## config.mk

```make
export PLATFORM = sky130hd
export DESIGN_NAME = force_contact_detector_flat
export DESIGN_NICKNAME = d
export VERILOG_FILES = /design/src/fcd_pkg.sv /design/src/fcd_if.sv /design/src/force_contact_detector.sv /design/src/fcd_divider.sv /design/src/flat_wrapper.sv
export SDC_FILE = /design/constraint.sdc
export NUM_CORES = 1
export LEC_CHECK = 0
export BUFFER_PORTS_ARGS = -buffer_cell sky130_fd_sc_hd__buf_2
export CAP_MARGIN = 40
export CORE_MARGIN = 2
export CORE_UTILIZATION = 49
export DETAILED_ROUTE_END_ITERATION = 16
export PLACE_DENSITY_LB_ADDON = 0.12
export REMOVE_ABC_BUFFERS = 1
export SETUP_SLACK_MARGIN = 0.05
export SLEW_MARGIN = 20
export SYNTH_ARGS = -nofsm -noshare
export SYNTH_HDL_FRONTEND = slang
export SYNTH_SLANG_ARGS = --single-unit
```

## constraint.sdc

```tcl
create_clock -name clk -period 5.2 [get_ports clk]
set_clock_uncertainty 0.05 [all_clocks]
set_input_delay 1.04 -clock clk [delete_from_list [all_inputs] [get_ports clk]]
set_output_delay 1.04 -clock clk [all_outputs]
set_load 0.02 [all_outputs]
```

## src/fcd_pkg.sv

```systemverilog
// Shared types and constants for the force contact detector.
package fcd_pkg;

    // Field and register widths
    localparam int FORCE_W  = 24;
    localparam int CORR_W   = FORCE_W + 1;
    localparam int THRESH_W = 23;
    localparam int LIMIT_W  = 16;
    localparam int CFG_W    = 23;
    localparam int CFG_IDX_W = 1;
    localparam int DIR_W    = 2;

    // Register reset values
    localparam logic [THRESH_W-1:0] THRESH_RESET = 23'd51200;
    localparam logic [LIMIT_W-1:0]  LIMIT_RESET  = 16'd9;

    // Extra run length needed for backward contact
    localparam logic [LIMIT_W:0] BACKWARD_EXTRA = 17'd5;
    localparam logic [LIMIT_W-1:0] RUN_MAX = 16'hFFFF;

    // Register indexes
    localparam logic [CFG_IDX_W-1:0] REG_THRESHOLD = 1'd0;
    localparam logic [CFG_IDX_W-1:0] REG_LIMIT     = 1'd1;

    // Item actions
    localparam logic ACT_SAMPLE = 1'b0;
    localparam logic ACT_RECAL  = 1'b1;

    // Direction codes
    localparam logic [DIR_W-1:0] DIR_NONE     = 2'd0;
    localparam logic [DIR_W-1:0] DIR_FORWARD  = 2'd1;
    localparam logic [DIR_W-1:0] DIR_BACKWARD = 2'd2;

    // Sequencer states
    typedef enum logic [2:0] {
        ST_IDLE,
        ST_EVAL,
        ST_APPLY,
        ST_DIV,
        ST_DONE
    } fcd_state_t;

endpackage

```

## src/fcd_if.sv

```systemverilog
// Valid/ready channel interfaces for sample input and contact result.
interface fcd_in_if;
    logic                                  valid;
    logic                                  ready;
    logic                                  action;
    logic signed [fcd_pkg::FORCE_W-1:0]    force_z;

    modport source (output valid, output action, output force_z, input ready);
    modport sink   (input valid, input action, input force_z, output ready);
endinterface

interface fcd_out_if;
    logic                              valid;
    logic                              ready;
    logic                              contact;
    logic [fcd_pkg::DIR_W-1:0]         direction;

    modport source (output valid, output contact, output direction, input ready);
    modport sink   (input valid, input contact, input direction, output ready);
endinterface

```

## src/force_contact_detector.sv

```systemverilog
// Force contact detector top level: window, offset, debounce and sequencer.
//
// A force sample goes from acceptance to a result in the output register through
// EVAL, which reads the oldest window entry and forms the offset-corrected value,
// APPLY, which tests the threshold and updates the run counter, window and sum,
// and DONE, which loads the result once the output register is free or being read.
// A recalibrate item runs the bit-serial divider for the window mean, one quotient bit
// per cycle over the sum width (24 + clog2(WINDOW_DEPTH+1) bits, 29 at the default
// depth), then loads the result in DONE; on an empty window it goes straight to DONE.
// The block takes one item at a time; a new item is accepted while a finished
// result still waits in the output register. The window memory needs no
// clearing after reset.
module force_contact_detector #(
    parameter int WINDOW_DEPTH = 16
) (
    input  logic                            clk,
    input  logic                            rst_n,
    input  logic                            cfg_wr_en,
    input  logic [fcd_pkg::CFG_IDX_W-1:0]   cfg_index,
    input  logic [fcd_pkg::CFG_W-1:0]       cfg_data,
    fcd_in_if.sink                          sample_ch,
    fcd_out_if.source                       result_ch
);

    localparam int FW     = fcd_pkg::FORCE_W;
    localparam int FILL_W = $clog2(WINDOW_DEPTH + 1);
    localparam int SLOT_W = (WINDOW_DEPTH > 1) ? $clog2(WINDOW_DEPTH) : 1;
    localparam int SUM_W  = FW + FILL_W;

    fcd_pkg::fcd_state_t state_reg, state_next;

    // Configuration
    logic [fcd_pkg::THRESH_W-1:0] thresh_reg;
    logic [fcd_pkg::LIMIT_W-1:0]  limit_reg;

    // Detector state
    logic signed [SUM_W-1:0]      sum_reg, sum_next;
    logic [FILL_W-1:0]            fill_reg, fill_next;
    logic [SLOT_W-1:0]            slot_reg, slot_next;
    logic signed [FW-1:0]         offset_reg;
    logic [fcd_pkg::LIMIT_W-1:0]  run_reg, run_next;
    logic                         contact_reg, contact_next;
    logic [fcd_pkg::DIR_W-1:0]    dir_reg, dir_next;

    // Working registers
    logic signed [FW-1:0]             sample_reg;
    logic signed [FW-1:0]             old_reg;
    logic signed [fcd_pkg::CORR_W-1:0] corr_reg;
    logic                             neg_reg;

    // Window memory
    logic signed [FW-1:0] window_mem [WINDOW_DEPTH];

    // Output register
    logic                         out_valid_reg;
    logic                         out_contact_reg;
    logic [fcd_pkg::DIR_W-1:0]    out_dir_reg;

    // Sequencer outputs
    logic in_fire;
    logic div_start;
    logic do_eval;
    logic do_apply;
    logic load_out;

    // Divider
    logic                     div_done;
    logic [SUM_W-1:0]         div_quo;
    logic [SUM_W-1:0]         sum_mag;
    logic [FW-1:0]            mean_mag;

    // Datapath helpers
    logic                              win_full;
    logic signed [fcd_pkg::CORR_W-1:0] thr_ext;
    logic                              over;
    logic [fcd_pkg::LIMIT_W-1:0]       run_inc;
    logic [fcd_pkg::LIMIT_W:0]         limit_eff;

    assign in_fire  = sample_ch.valid && sample_ch.ready;
    assign win_full = fill_reg == FILL_W'(WINDOW_DEPTH);
    assign sum_mag  = sum_reg[SUM_W-1] ? SUM_W'(-sum_reg) : SUM_W'(sum_reg);
    assign mean_mag = div_quo[FW-1:0];

    // Next state
    always_comb
    begin
        state_next = state_reg;
        case (state_reg)
            fcd_pkg::ST_IDLE:
            begin
                if (in_fire)
                begin
                    if (sample_ch.action == fcd_pkg::ACT_SAMPLE)
                        state_next = fcd_pkg::ST_EVAL;
                    else if (fill_reg == '0)
                        state_next = fcd_pkg::ST_DONE;
                    else
                        state_next = fcd_pkg::ST_DIV;
                end
            end
            fcd_pkg::ST_EVAL:  state_next = fcd_pkg::ST_APPLY;
            fcd_pkg::ST_APPLY: state_next = fcd_pkg::ST_DONE;
            fcd_pkg::ST_DIV:
            begin
                if (div_done)
                    state_next = fcd_pkg::ST_DONE;
            end
            fcd_pkg::ST_DONE:
            begin
                if (!out_valid_reg || result_ch.ready)
                    state_next = fcd_pkg::ST_IDLE;
            end
            default: state_next = fcd_pkg::ST_IDLE;
        endcase
    end

    // Sequencer outputs
    always_comb
    begin
        sample_ch.ready = state_reg == fcd_pkg::ST_IDLE;
        do_eval         = state_reg == fcd_pkg::ST_EVAL;
        do_apply        = state_reg == fcd_pkg::ST_APPLY;
        div_start       = (state_reg == fcd_pkg::ST_IDLE) && in_fire
                          && (sample_ch.action == fcd_pkg::ACT_RECAL) && (fill_reg != '0);
        load_out        = (state_reg == fcd_pkg::ST_DONE)
                          && (!out_valid_reg || result_ch.ready);
    end

    // Threshold test, run counter and window bookkeeping
    always_comb
    begin
        thr_ext   = {2'b00, thresh_reg};
        over      = (corr_reg > thr_ext) || (corr_reg < -thr_ext);
        run_inc   = (run_reg == fcd_pkg::RUN_MAX) ? run_reg
                                                  : run_reg + fcd_pkg::LIMIT_W'(1);
        limit_eff = corr_reg[fcd_pkg::CORR_W-1] ? ({1'b0, limit_reg} + fcd_pkg::BACKWARD_EXTRA)
                                                : {1'b0, limit_reg};
        run_next     = run_reg;
        contact_next = contact_reg;
        dir_next     = dir_reg;
        sum_next     = sum_reg;
        fill_next    = fill_reg;
        slot_next    = slot_reg;
        if (do_apply)
        begin
            if (over)
            begin
                run_next = run_inc;
                dir_next = corr_reg[fcd_pkg::CORR_W-1] ? fcd_pkg::DIR_BACKWARD
                                                       : fcd_pkg::DIR_FORWARD;
                if ({1'b0, run_inc} > limit_eff)
                    contact_next = 1'b1;
            end
            else
            begin
                run_next     = '0;
                contact_next = 1'b0;
            end
            sum_next = sum_reg + SUM_W'(sample_reg)
                       - (win_full ? SUM_W'(old_reg) : SUM_W'(0));
            if (!win_full)
                fill_next = fill_reg + FILL_W'(1);
            slot_next = (slot_reg == SLOT_W'(WINDOW_DEPTH - 1)) ? '0
                                                                : slot_reg + SLOT_W'(1);
        end
    end

    // Control and detector state
    always_ff @(posedge clk or negedge rst_n)
    begin
        if (!rst_n)
        begin
            state_reg     <= fcd_pkg::ST_IDLE;
            thresh_reg    <= fcd_pkg::THRESH_RESET;
            limit_reg     <= fcd_pkg::LIMIT_RESET;
            sum_reg       <= '0;
            fill_reg      <= '0;
            slot_reg      <= '0;
            offset_reg    <= '0;
            run_reg       <= '0;
            contact_reg   <= 1'b0;
            dir_reg       <= fcd_pkg::DIR_NONE;
            out_valid_reg <= 1'b0;
        end
        else
        begin
            state_reg   <= state_next;
            sum_reg     <= sum_next;
            fill_reg    <= fill_next;
            slot_reg    <= slot_next;
            run_reg     <= run_next;
            contact_reg <= contact_next;
            dir_reg     <= dir_next;
            if (cfg_wr_en)
            begin
                case (cfg_index)
                    fcd_pkg::REG_THRESHOLD: thresh_reg <= cfg_data[fcd_pkg::THRESH_W-1:0];
                    fcd_pkg::REG_LIMIT:     limit_reg  <= cfg_data[fcd_pkg::LIMIT_W-1:0];
                    default: ;
                endcase
            end
            // Offset: zero on an empty window, else the signed mean
            if (div_done)
                offset_reg <= neg_reg ? FW'(-mean_mag) : FW'(mean_mag);
            else if (in_fire && (sample_ch.action == fcd_pkg::ACT_RECAL) && (fill_reg == '0))
                offset_reg <= '0;
            if (load_out)
                out_valid_reg <= 1'b1;
            else if (result_ch.ready)
                out_valid_reg <= 1'b0;
        end
    end

    // Payload registers
    always_ff @(posedge clk)
    begin
        if (in_fire)
            sample_reg <= sample_ch.force_z;
        if (div_start)
            neg_reg <= sum_reg[SUM_W-1];
        if (do_eval)
            corr_reg <= {sample_reg[FW-1], sample_reg} - {offset_reg[FW-1], offset_reg};
        if (load_out)
        begin
            out_contact_reg <= contact_reg;
            out_dir_reg     <= dir_reg;
        end
    end

    // Window memory: oldest entry read in EVAL, new sample written in APPLY
    always_ff @(posedge clk)
    begin
        if (do_eval)
            old_reg <= window_mem[slot_reg];
        if (do_apply)
            window_mem[slot_reg] <= sample_reg;
    end

    fcd_divider #(
        .DVD_W (SUM_W),
        .DVS_W (FILL_W)
    ) u_divider (
        .clk      (clk),
        .rst_n    (rst_n),
        .start    (div_start),
        .dividend (sum_mag),
        .divisor  (fill_reg),
        .done     (div_done),
        .quotient (div_quo)
    );

    assign result_ch.valid     = out_valid_reg;
    assign result_ch.contact   = out_contact_reg;
    assign result_ch.direction = out_dir_reg;

endmodule

```

## src/fcd_divider.sv

```systemverilog
// Bit-serial restoring divider: unsigned dividend by unsigned divisor.
module fcd_divider #(
    parameter int DVD_W = 29,
    parameter int DVS_W = 5
) (
    input  logic             clk,
    input  logic             rst_n,
    input  logic             start,
    input  logic [DVD_W-1:0] dividend,
    input  logic [DVS_W-1:0] divisor,
    output logic             done,
    output logic [DVD_W-1:0] quotient
);

    localparam int CNT_W = $clog2(DVD_W + 1);

    logic             busy_reg, busy_next;
    logic             done_reg, done_next;
    logic [CNT_W-1:0] cnt_reg, cnt_next;
    logic [DVS_W-1:0] dvs_reg, dvs_next;
    logic [DVS_W-1:0] rem_reg, rem_next;
    logic [DVD_W-1:0] quo_reg, quo_next;
    logic [DVS_W:0]   trial;
    logic             fits;

    // One quotient bit per cycle, dividend shifted out MSB first
    always_comb
    begin
        busy_next = busy_reg;
        done_next = 1'b0;
        cnt_next  = cnt_reg;
        dvs_next  = dvs_reg;
        rem_next  = rem_reg;
        quo_next  = quo_reg;
        trial     = {rem_reg, quo_reg[DVD_W-1]};
        fits      = trial >= {1'b0, dvs_reg};
        if (start)
        begin
            busy_next = 1'b1;
            cnt_next  = '0;
            dvs_next  = divisor;
            rem_next  = '0;
            quo_next  = dividend;
        end
        else if (busy_reg)
        begin
            rem_next = fits ? DVS_W'(trial - {1'b0, dvs_reg}) : trial[DVS_W-1:0];
            quo_next = {quo_reg[DVD_W-2:0], fits};
            cnt_next = cnt_reg + CNT_W'(1);
            if (cnt_reg == CNT_W'(DVD_W - 1))
            begin
                busy_next = 1'b0;
                done_next = 1'b1;
            end
        end
    end

    // Control state
    always_ff @(posedge clk or negedge rst_n)
    begin
        if (!rst_n)
        begin
            busy_reg <= 1'b0;
            done_reg <= 1'b0;
            cnt_reg  <= '0;
        end
        else
        begin
            busy_reg <= busy_next;
            done_reg <= done_next;
            cnt_reg  <= cnt_next;
        end
    end

    // Datapath
    always_ff @(posedge clk)
    begin
        dvs_reg <= dvs_next;
        rem_reg <= rem_next;
        quo_reg <= quo_next;
    end

    assign done     = done_reg;
    assign quotient = quo_reg;

endmodule

```

## src/flat_wrapper.sv

```systemverilog
// flat-port wrapper written by rule: the top's interface ports become plain ports
module force_contact_detector_flat 
#(
    parameter int WINDOW_DEPTH = 16
)
  (clk, rst_n, cfg_wr_en, cfg_index, cfg_data, sample_ch_valid, sample_ch_action, sample_ch_force_z, sample_ch_ready, result_ch_valid, result_ch_contact, result_ch_direction, result_ch_ready);
  fcd_in_if sample_ch_i ();
  fcd_out_if result_ch_i ();
  input  logic clk;
  input  logic rst_n;
  input  logic cfg_wr_en;
  input  logic [fcd_pkg::CFG_IDX_W-1:0] cfg_index;
  input  logic [fcd_pkg::CFG_W-1:0] cfg_data;
  input wire logic [$bits(sample_ch_i.valid)-1:0] sample_ch_valid;
  input wire logic [$bits(sample_ch_i.action)-1:0] sample_ch_action;
  input wire logic [$bits(sample_ch_i.force_z)-1:0] sample_ch_force_z;
  output wire logic [$bits(sample_ch_i.ready)-1:0] sample_ch_ready;
  output wire logic [$bits(result_ch_i.valid)-1:0] result_ch_valid;
  output wire logic [$bits(result_ch_i.contact)-1:0] result_ch_contact;
  output wire logic [$bits(result_ch_i.direction)-1:0] result_ch_direction;
  input wire logic [$bits(result_ch_i.ready)-1:0] result_ch_ready;
  assign sample_ch_i.valid = sample_ch_valid;
  assign sample_ch_i.action = sample_ch_action;
  assign sample_ch_i.force_z = sample_ch_force_z;
  assign sample_ch_ready = sample_ch_i.ready;
  assign result_ch_valid = result_ch_i.valid;
  assign result_ch_contact = result_ch_i.contact;
  assign result_ch_direction = result_ch_i.direction;
  assign result_ch_i.ready = result_ch_ready;
  force_contact_detector #(.WINDOW_DEPTH(WINDOW_DEPTH)) u_core (.clk(clk), .rst_n(rst_n), .cfg_wr_en(cfg_wr_en), .cfg_index(cfg_index), .cfg_data(cfg_data), .sample_ch(sample_ch_i), .result_ch(result_ch_i));
endmodule
```

# After elaboration in Yosys (flattened, before gate mapping)
# Memories as Yosys holds them, arrays and structs flattened. A register that Yosys moved wholly into a read port is not among the register bits.
# Index checks and enable logic that the tools add are counted.
# op_classes
n_mul	0
bitwise	2
reduce_logical	22
magnitude_cmp	4
n_eq_ne	12
div_mod_pow	0
mux	33
n_addsub	12
shifts	0
# ops
op	count
2-to-1 mux 29 bit	4
2-to-1 mux 24 bit	3
2-to-1 mux 16 bit	2
adder 29 x 24 -> 29 bit	1
negator 29 bit	1
subtractor 29 bit	1
greater-than comparator 25 x 24 -> 1 bit	1
< comparator 25 bit	1
negator 23 -> 25 bit	1
subtractor 24 x 24 -> 25 bit	1
negator 24 bit	1
adder 16 x 3 -> 17 bit, second input constant	1
greater-than comparator 16 x 17 -> 1 bit	1
2-to-1 mux 17 bit	1
adder 16 x 1 -> 16 bit, second input constant	1
equality test 16 bit, second input constant	1
2-to-1 mux 3 bit	5
2-to-1 mux 5 bit	3
one-hot mux 3 bit (5 select lines)	1
2-to-1 mux 1 bit	12
adder 5 x 1 -> 5 bit, second input constant	2
equality test 5 bit, second input constant	2
AND reduction 2 bit	5
logical AND 1 bit	7
other kinds (19)	26
# totals
n_memories	1
ram_bits	384
mem_bits_ro	0
latch_bits	0
reg_bits	223
# mem_list
name	depth	width	rd	rd_ports_with_merged_regs	write_ports	line	text
u_core.window_mem	16	24	1	1	1	force_contact_detector.sv:52	logic signed [FW-1:0] window_mem [WINDOW_DEPTH];

# Longest topological paths before layout
# Gate-level depths: netlist of run 1.
# depth
ltp_word	6
ltp_mapped	17

# Cells and area by module
# Synthesis of run 1 repeated with hierarchy kept, for this count alone.
# unflattened
cells_unflattened	2214
area_unflattened_um2	30894.6
# by_module_without_submodules
mod	seq_area_each_um2	instances	area_each_um2	cells_per_inst
force_contact_detector	16952.5	1	28751.3	2063
fcd_divider	1296.2	1	2143.3	151

# Worst setup path after synthesis of run 1
# OpenSTA, ideal clock, no wires.
# synth_path
path_kind	register to register
from	reg u_core.state_reg[2]
to	reg u_core.corr_reg[0] (netlist name), enable pin
path_stages_with_launch	3
path_slack_ns	0.419
path_buffers	1
period_less_slack_ns	4.781
arrival_time_ns	4.205
setup_ns	0.526
path_cell_list	dfrtp_1 -> clkbuf_1 -> nor3b_1
# synth_via
elab_chain_len	1
# synth_lines
item	line	text
start, declared	force_contact_detector.sv:30	fcd_pkg::fcd_state_t state_reg, state_next;
start signal, assigned	force_contact_detector.sv:173	state_reg <= fcd_pkg::ST_IDLE;
start signal, assigned	force_contact_detector.sv:187	state_reg <= state_next;
equality test 3 x 1 -> 1 bit	force_contact_detector.sv:121	do_eval = state_reg == fcd_pkg::ST_EVAL;
end signal, assigned	force_contact_detector.sv:222	corr_reg <= {sample_reg[FW-1], sample_reg} - {offset_reg[FW-1], offset_reg};
end, declared	force_contact_detector.sv:48	logic signed [fcd_pkg::CORR_W-1:0] corr_reg;
# Every way passes these cells.
# A chain may end at the register's enable or synchronous reset.

# Worst setup path after layout of run 1
# layout_path
from	reg u_core.thresh_reg[4] (netlist name)
to	reg u_core.dir_reg[0] (netlist name)
# layout_via
elab_chain_len	4
elab_cells_between_ends	5
classes_between	add/sub: 1; order compare: 2; reduce/logical: 2
# layout_lines
item	line	text
start, declared	force_contact_detector.sv:33	logic [fcd_pkg::THRESH_W-1:0] thresh_reg;
start signal, assigned	force_contact_detector.sv:174	thresh_reg <= fcd_pkg::THRESH_RESET;
start signal, assigned	force_contact_detector.sv:197	fcd_pkg::REG_THRESHOLD: thresh_reg <= cfg_data[fcd_pkg::THRESH_W-1:0];
negator 23 -> 25 bit	force_contact_detector.sv:133	over = (corr_reg > thr_ext) || (corr_reg < -thr_ext);
< comparator 25 bit	force_contact_detector.sv:133	
logical OR 1 bit *	force_contact_detector.sv:133	
AND reduction 2 bit (no line) *	--	
end signal, assigned	force_contact_detector.sv:182	dir_reg <= fcd_pkg::DIR_NONE;
end signal, assigned	force_contact_detector.sv:193	dir_reg <= dir_next;
end, declared	force_contact_detector.sv:43	logic [fcd_pkg::DIR_W-1:0] dir_reg, dir_next;
# Every way passes the cells marked *; elsewhere a longest branch is shown, timed or not.

==> results of run 1 <==
cells by family after synthesis:
group                    count (synthesis)  share of synthesized area [%]
XOR/XNOR                               155                           4.38
multiplexers                           149                           9.72
flip-flops                             631                           58.8
buffers and inverters                  276                           3.37
adder cells (fa/ha/maj)                165                           7.38
AO/OA/AOI/OAI                          408                           8.39
AND/OR/NAND/NOR                        498                           7.94
routing by layer:
metal	track usage (%)	part of all wire, %	vias up
li1	-	-	8741
met1	28.2	42	9338
met2	38.3	50	414
met3	3.22	4.1	126
met4	7.67	3.2	0
met5	0	0	-
area by class of cell:
type | count | area share (%)
Clock buffer | 90 | 5.44
Clock inverter | 38 | 1.28
Inverter | 196 | 2.10
Multi-Input combinational cell | 1375 | 33.7
Sequential cell | 631 | 52.0
Tap cell | 846 | 3.02
Timing Repair Buffer | 121 | 2.41
worst max path at each step:
| stage | start | to | slack, ns | depth (start not counted) |
|---|---|---|---|---|
| after detailed placement | u_core.thresh_reg[4] | u_core.dir_reg[0] | 0.63 | 15 |
| after floorplan | u_core.slot_reg[0] | u_core.window_mem[3][0] | -1.49 | 3 |
| final | u_core.thresh_reg[4] | u_core.dir_reg[0] | 0.51 | 15 |
| after global placement | u_core.thresh_reg[4] | u_core.dir_reg[0] | 0.79 | 16 |
| after global routing | u_core.fill_reg[0] | u_core.sum_reg[21] | 0.15 | 14 |
| after CTS | u_core.thresh_reg[4] | u_core.dir_reg[0] | 0.57 | 15 |
metrics by stage:
stage	hold WS, ns	total power, mW	area [um2]	setup WS (ns)
after floorplan	0.376	13.0	30700	-1.49
after global placement	0.410	14.8	32600	0.787
after detailed placement	0.416	15.0	32700	0.628
after CTS	0.192	20.0	35100	0.570
after global routing	0.194	21.2	35100	0.150
final	0.218	19.9	35100	0.511
Yosys cell counts, drive strengths merged (24+ instances only):
library cell / count
a21o: 31
a21oi: 93
a22o: 24
and2: 31
clkbuf: 64
dfrtp: 126
edfxtp: 495
fa: 30
ha: 135
inv: 195
mux4: 120
nand2: 174
nand3: 37
nand4: 27
nor2: 94
nor3: 36
o21ai: 131
xnor2: 114
xor2: 41
power groups by stage:
stage | logic [mW] | registers, mW | clock network, mW
finish | 7.48 | 7.39 | 4.98
floorplan | 5.41 | 7.57 | 0
global placement | 7.19 | 7.57 | 0
CTS | 7.52 | 7.40 | 5.09
detailed placement | 7.49 | 7.49 | 0
global route | 8.37 | 7.50 | 5.30
==> impl_metrics.csv, run 1 <==
group,metric,value,unit
critical_path,worstSetupEndpointType,"register",
power,ir_drop,0.322,mV
drt,final_antenna_net_count,0,
synth,synth_top_area_cell,"edfxtp_1",
layout,final_common_cell,"edfxtp_1",
clock_network,clkTransAtPathRegs,0.06,ns
die,rows,92,
synth,synthArstFlopShare,20.8,%
layout,final_cells,3297,
clock_network,numCtsBuffers,71,
place,placed_cells,3168,
layout,largest_reg_flops,384,
layout,multiInputGateArea,0.0118,mm2
synth,netlist_top_cells_area,"edfxtp_1, dfrtp_1, mux4_2, ha_1, xnor2_1",
clock_network,cts_tree,"yes",
layout,area_delta_synth_final,13.1,%
power,power_density,566,mW/mm2
critical_path,cp.buffers_inverters,1,
run,drv_cap,0,
clock_network,cts.sinks,631,
synth,synth_top_area_share,47.9,%
power,p_seq_share,37.2,%
critical_path,path_max_fanout,15,
synth,yosys_register_bits,631,
synth,synthCells,2282,
grt,antenna_found_initial,2,
synth,yosysSeqAreaShare,58.8,%
sta,period_needed,4.69,ns
sta,period_share,90.2,%
layout,drive_gt1_share,17.0,%
sta,hold_violations,0,
synth,dominantRegCellSynth,"edfxtp_1",
power,pwr-share-clk,25.1,%
clock_network,clkLatencyLatePin,0.64,ns
clock_network,cts.htree.levels,3,
drt,drt-initial-drc-count,1440,
clock_network,post-cts-setup-buffer-count,0,
critical_path,r2r_end,"u_core.dir_reg[0]",
synth,yosysWarnings,0,
layout,seq_area,0.0183,mm2
drt,vias_per_cell,5.65,
sta,max-slew-margin-rel,43.8,%
status,status,"complete, no violations",
place,gp_congestion,0.884,
sta,rsz0062_at_grt,"false",
power,p_sw,7.06,mW
synth,syn_area,0.0310,mm2
critical_path,path_delay_family,"simple AND/OR/NAND/NOR gates",
min_path,worstHoldPathType,"input pin to asynchronous set/reset pin",
clock_network,ctsHoldBuffers,0,
drt,drc,0,
sta,max_freq,213,MHz
critical_path,slowest_stage,"or4_1",
sta,setup_violations,0,
place,portBuffers,58,
grt,grt_pass1_vias,19500,
sta,drv_slew,0,
synth,yosysUniqueCellTypes,76,
drt,drtPass1Iterations,5,
layout,final_core_util,55.8,%
drt,wire_per_inst,21.4,um
critical_path,start_kind,"register",
grt,globalRouteTotalUtil,22.0,%
drt,finalWirelength,70.5,mm
sta,tns,0,ns
die,io_pins,59,
die,die_w,256,um
power,p_leak,13.1,nW
sta,worstMarginPinSlew,0.843,ns
power,p_int,12.8,mW
place,hpwl,47.2,mm
critical_path,reg2reg_slack,0.51,ns
critical_path,crit_arrival,5.10,ns
die,die_area,0.0653,mm2
layout,n_antenna_cell,0,
critical_path,cpPeakStageDelay,0.56,ns
synth,avgSynthCellArea,13.6,um2
grt,grt_overflow,0,
layout,nets,2615,
critical_path,setup.worst_path.class,"register to register",
synth,synth_edf_count,495,
drt,vias,18600,
power,pwr-share-comb,37.7,%
clock_network,cts_buffer_depth,3,
die,die_y,256,um
die,start_util,49.4,%
layout,final_cell_mix,"edfxtp_1, inv_1, nand2_1",
layout,fillers,5155,
critical_path,rr_startpoint,"u_core.thresh_reg[4]",
clock_network,root_buffer,"clkbuf_16",
die,core_area,0.0629,mm2
critical_path,crit_required,5.61,ns
clock_network,cts-resized-gates,0,
critical_path,reg2regPathDepth,15,
grt,grt_max_degree,73,
power,p_sw_share,35.6,%
grt,grt_pass1_wl,111,mm
critical_path,crit_chain,"nor4_2 > nand2_1 > or4_1 > nand3b_1 > nand2b_1 > nor4_1 > ha_1 > nand2_1 > nor3_1 > a221oi_1 > o21ai_0 > o21ai_0 > a21boi_0 > buf_4 > o311ai_0",
(Power assumes the default switching activity.)
==> run 2, diff against run 1 <==
--- a/config.mk
+++ b/config.mk
@@ -6,10 +6,13 @@
 export NUM_CORES = 1
 export LEC_CHECK = 0
 export BUFFER_PORTS_ARGS = -buffer_cell sky130_fd_sc_hd__buf_2
-export CAP_MARGIN = 40
+export CAP_MARGIN = 0
+export CELL_PAD_IN_SITES_DETAIL_PLACEMENT = 0
+export CELL_PAD_IN_SITES_GLOBAL_PLACEMENT = 1
 export CORE_MARGIN = 2
 export CORE_UTILIZATION = 49
 export DETAILED_ROUTE_END_ITERATION = 16
+export MAX_ROUTING_LAYER = met4
 export PLACE_DENSITY_LB_ADDON = 0.12
 export REMOVE_ABC_BUFFERS = 1
 export SETUP_SLACK_MARGIN = 0.05
==> run 2 against run 1 <==
Wire length shrank 1.5%. Combinational power shrank 1%. Final area shrank 0.65%. Sequential share of layout area grew 0.34 points. First-iteration DRC count shrank 9.3%. Non-clock buffer count shrank 11. Final cell count shrank 0.30%. Fmax grew 1.6%. Worst hold slack gained 0.20 ns. Count of clock-buffer cells in the layout is the same. Largest power group is now sequential cells.
==> impl_metrics.csv, run 2 (same netlist as run 1, synthesis figures left out) <==
group,metric,value,unit
layout,final_cell_mix,"edfxtp_1, inv_1, nand2_1",
min_path,min_path_cells,0,
place,portBuffers,58,
min_path,worstHoldPathType,"register to register",
die,core_area,0.0629,mm2
min_path,min_from,"u_core.contact_reg",
power,pwr-share-comb,37.5,%
layout,n_antenna_cell,0,
grt,grt_pass1_wl,109,mm
layout,drive_gt1_share,16.6,%
layout,fillers,5196,
clock_network,cts.sinks,631,
place,hpwl,46.6,mm
critical_path,crit_required,5.59,ns
critical_path,reg2regPathDepth,16,
clock_network,cts-resized-gates,0,
clock_network,numCtsBuffers,70,
grt,globalRouteTotalUtil,22.3,%
die,die_y,256,um
status,status,"complete, no violations",
sta,period_needed,4.62,ns
die,die_w,256,um
power,pwr-share-clk,24.9,%
grt,grt_pass1_vias,19000,
critical_path,setup.worst_path.class,"register to register",
power,p_leak,13.0,nW
layout,area_delta_synth_final,12.3,%
clock_network,cts_buffer_depth,3,
sta,worstMarginPinSlew,1.10,ns
clock_network,cts.htree.levels,3,
drt,vias_per_cell,5.61,
power,power_density,565,mW/mm2
drt,drtPass1Iterations,5,
sta,setup_violations,0,
grt,grt_overflow,0,
layout,final_common_cell,"edfxtp_1",
power,p_sw_share,35.4,%
sta,drv_slew,0,
grt,top_usage_layer,"met2",
clock_network,root_buffer,"clkbuf_16",
grt,use_met3,2.79,%
drt,drt-initial-drc-count,1306,
layout,largest_reg_flops,384,
critical_path,crit_arrival,5.00,ns
drt,finalWirelength,69.5,mm
drt,final_antenna_net_count,0,
layout,final_core_util,55.5,%
drt,wire_per_inst,21.1,um
grt,met2_usage,37.3,%
place,gp_congestion,0.877,
power,p_int,12.7,mW
die,die_area,0.0653,mm2
layout,nets,2603,
power,p_seq_share,37.6,%
sta,max-slew-margin-rel,24.8,%
clock_network,post-cts-setup-buffer-count,0,
die,io_pins,59,
critical_path,cp-startpoint,"u_core.thresh_reg[4]",
grt,antenna_found_initial,0,
sta,period_share,88.8,%
die,rows,92,
critical_path,start_kind,"register",
sta,hold_violations,0,
run,drv_cap,0,
power,p_sw,6.98,mW
die,start_util,49.4,%
critical_path,worstSetupEndpointType,"register",
sta,max_freq,217,MHz
grt,grt_max_degree,88,
layout,design_area,0.0349,mm2
clock_network,clkLatencyLatePin,0.60,ns
critical_path,rr_startpoint,"u_core.thresh_reg[4]",
power,ir_drop,0.392,mV
place,place_area,0.0326,mm2
clock_network,clkTransAtPathRegs,0.06,ns
clock_network,ctsHoldBuffers,0,
sta,rsz0062_at_grt,"false",
critical_path,path_max_fanout,15,
clock_network,cts_tree,"yes",
drt,vias,18400,
grt,grt_use_met1,28.2,%
drt,drc,0,
sta,tns,0,ns
[run 2: cell types whose count changed in the layout (fill, tap and decap cells not counted), sizes merged]
cell,delta
clkbuf,-1
clkinvlp,+1
buf,-10
clkinv,-2
inv,+1
bufinv,+1
[run 2: power groups by stage]
stage                     sequential, mW  clock, mW  combinational (mW)
final                               7.41       4.90                7.40
after detailed placement            7.52          0                7.43
after floorplan                     7.57          0                5.41
after global routing                7.53       5.20                8.31
after CTS                           7.42       5.01                7.46
after global placement              7.48          0                7.35
[run 2: through the flow]
step	cells	hold slack [ns]	setup slack, ns	power (mW)
2_1_floorplan	2202	0.376	-1.49	13.0
3_3_place_gp	3158	0.406	0.502	14.8
3_5_place_dp	3158	0.404	0.526	15.0
4_1_cts	3287	0.421	0.507	19.9
5_1_grt	3287	0.433	0.167	21.0
6_report	3287	0.422	0.583	19.7
[run 2: cell type report]
type	count	area (um2)	area share [%]
Tap cell	846	1060	3.04
Sequential cell	631	18300	52.4
Inverter	196	736	2.11
Clock buffer	90	1870	5.36
Clock inverter	39	414	1.19
Timing Repair Buffer	110	699	2.01
Multi-Input combinational cell	1375	11800	33.9
[run 2: path summary, 6_finish.rpt]
path                                            end  slack, ns
min in group asynchronous         u_core.run_reg[6]       0.48
setup reg to reg                  u_core.dir_reg[0]       0.58
setup / recovery                  u_core.dir_reg[0]       0.58
hold / removal             u_core.result_ch.contact       0.42
max in group asynchronous         u_core.sum_reg[9]       3.72
hold reg to reg            u_core.result_ch.contact       0.42
[run 2: per-layer routing]
| layer | part of all wire (%) | vias up | wire [um] |
|---|---|---|---|
| li1 | - | 8733 | - |
| met4 | 3.0 | 0 | 2110 |
| met3 | 4.2 | 119 | 2940 |
| met2 | 50 | 404 | 34700 |
| met5 | 0 | - | 0 |
| met1 | 43 | 9182 | 29800 |
[run 2: worst max-delay path: stages, from the launching register on]
cell and delay (ns):
dfrtp_1 0.41, nor4_2 0.37, nand2_1 0.17, or4_1 0.47, nor4_1 0.53, nand2_1 0.17, o41ai_1 0.30, nand2_1 0.10
ha_1 0.29, nand4_1 0.09, nor3_1 0.07, a221oi_1 0.24, o21ai_0 0.20, or3_1 0.40, a21boi_0 0.18, buf_4 0.26
o311ai_0 0.15
==> run 3, diff against run 2 <==
--- a/config.mk
+++ b/config.mk
@@ -5,13 +5,14 @@
 export SDC_FILE = /design/constraint.sdc
 export NUM_CORES = 1
 export LEC_CHECK = 0
-export BUFFER_PORTS_ARGS = -buffer_cell sky130_fd_sc_hd__buf_2
 export CAP_MARGIN = 0
 export CELL_PAD_IN_SITES_DETAIL_PLACEMENT = 0
 export CELL_PAD_IN_SITES_GLOBAL_PLACEMENT = 1
 export CORE_MARGIN = 2
 export CORE_UTILIZATION = 49
 export DETAILED_ROUTE_END_ITERATION = 16
+export DONT_BUFFER_PORTS = 1
+export GPL_ROUTABILITY_DRIVEN = 0
 export MAX_ROUTING_LAYER = met4
 export PLACE_DENSITY_LB_ADDON = 0.12
 export REMOVE_ABC_BUFFERS = 1
==> run 3 against run 2 <==
Flip-flop and latch count unchanged. Largest cell class unchanged. Worst hold slack worse by 0.34 ns. Critical path type unchanged. Sequential power is 1% higher.
==> impl_metrics.csv, run 3 (same netlist as run 1, synthesis figures left out) <==
group,metric,value,unit
critical_path,start_kind,"register",
clock_network,clkTransAtPathRegs,0.06,ns
power,power,19.6,mW
clock_network,cts_tree,"yes",
drt,drc,0,
layout,final_common_cell,"edfxtp_1",
die,rows,92,
drt,drt-initial-drc-count,1311,
drt,wire_per_inst,21.5,um
place,hpwl,46.3,mm
drt,drtPass1Iterations,8,
critical_path,cpPeakStageDelay,0.52,ns
sta,setup_violations,0,
sta,max_freq,216,MHz
critical_path,path_max_fanout,15,
die,core_area,0.0629,mm2
critical_path,crit_required,5.60,ns
power,p_leak,12.8,nW
critical_path,slowest_stage,"nor4_1",
clock_network,cts.sinks,631,
die,die_y,256,um
sta,period_needed,4.62,ns
sta,rsz0062_at_grt,"false",
layout,final_cells,3231,
layout,nets,2551,
grt,antenna_found_initial,0,
die,start_util,49.4,%
power,power_density,567,mW/mm2
clock_network,clkLatencyLatePin,0.63,ns
clock_network,cts.htree.levels,3,
grt,grt_pass1_vias,18800,
die,die_w,256,um
grt,grt_max_degree,132,
clock_network,ctsHoldBuffers,0,
sta,period_share,88.9,%
clock_network,cts_buffer_depth,3,
critical_path,setup.worst_path.class,"register to register",
layout,drive_gt1_share,14.8,%
layout,final_cell_mix,"edfxtp_1, inv_1, nand2_1",
critical_path,crit_chain,"nor4_2 > nand2_1 > or4_1 > nor4_1 > nand2_1 > o41ai_1 > nand2_1 > ha_1 > nand4_1 > nor3_1 > a221oi_1 > o21ai_0 > or3_1 > a21boi_0 > buf_4 > o311ai_0",
sta,drv_slew,0,
clock_network,numCtsBuffers,70,
clock_network,post-cts-setup-buffer-count,0,
clock_network,cts-resized-gates,0,
place,portBuffers,0,
drt,vias_per_cell,5.63,
grt,globalRouteTotalUtil,22.2,%
status,status,"complete, no violations",
sta,layout_setup_ws,0.578,ns
layout,n_antenna_cell,0,
layout,multiInputGateArea,0.0118,mm2
critical_path,crit_arrival,5.02,ns
clock_network,root_buffer,"clkbuf_16",
critical_path,worstSetupEndpointType,"register",
sta,worstMarginPinSlew,1.10,ns
run,drv_cap,0,
sta,max-slew-margin-rel,26.6,%
drt,finalWirelength,69.3,mm
critical_path,cp_common_cell,"nand2_1",
layout,largest_reg_flops,384,
layout,fillers,5244,
drt,vias,18200,
die,die_area,0.0653,mm2
layout,seq_area,0.0183,mm2
die,io_pins,59,
min_path,worstHoldPathType,"input pin to asynchronous set/reset pin",
grt,grt_pass1_wl,108,mm
place,place_ws,0.550,ns
sta,hold_violations,0,
power,ir_drop,0.336,mV
layout,area_delta_synth_final,11.4,%
grt,grt_overflow,0,
critical_path,reg2regPathDepth,16,
place,placed_cells,3106,
drt,final_antenna_net_count,0,
==> run 3: per-layer routing <==
metal  track usage (%)  share of wire (%)
met1              27.2                 42
met2              38.6                 51
met3              3.51                4.4
met4              5.52                2.2
met5                 -                  0
==> run 3: area by class of cell <==
type	count	area share, %
clock buffer	93	5.47
clock inverter	32	1.01
inverter	196	2.13
multi-input combinational	1375	34.2
sequential	631	52.8
tap	846	3.06
timing repair buffer	58	1.26
==> run 3: per-stage QoR <==
stage | TNS [ns] | instance area [um2] | util [%] | hold WS [ns]
final | 0 | 34500 | 55.0 | 0.0824
after global routing | 0 | 34500 | 55.0 | 0.0378
after CTS | 0 | 34500 | 55.0 | 0.0333
after detailed placement | 0 | 32300 | 51.4 | 0.420
after global placement | 0 | 32300 | 51.4 | 0.408
after floorplan | -215.44 | 30700 | - | 0.376
==> run 3: worst paths after layout <==
check / startpoint / to / slack (ns)
min in group clk: u_core.u_divider.rem_reg[4] / u_core.u_divider.rem_reg[4] / 0.43
hold reg to reg: u_core.u_divider.rem_reg[4] / u_core.u_divider.rem_reg[4] / 0.43
max in group asynchronous: rst_n / u_core.thresh_reg[15] / 4.74
setup / recovery: u_core.thresh_reg[4] / u_core.dir_reg[0] / 0.58
hold / removal: rst_n / u_core.result_ch.valid / 0.08
setup reg to reg: u_core.thresh_reg[4] / u_core.dir_reg[0] / 0.58
==> run 3: report_power, final <==
| part | internal [mW] | switching, mW |
|---|---|---|
| clock network | 2.70 | 2.06 |
| logic | 3.24 | 4.09 |
| registers | 6.61 | 0.898 |
==> run 3: critical path, delay by kind of cell (launching register included) <==
kind	cells	cell delay (ns)
AND/OR/NAND/NOR	9	2.37
AO/OA/AOI/OAI	5	1.10
flip-flops	1	0.41
adder cells (fa/ha/maj)	1	0.29
buffers and inverters	1	0.26
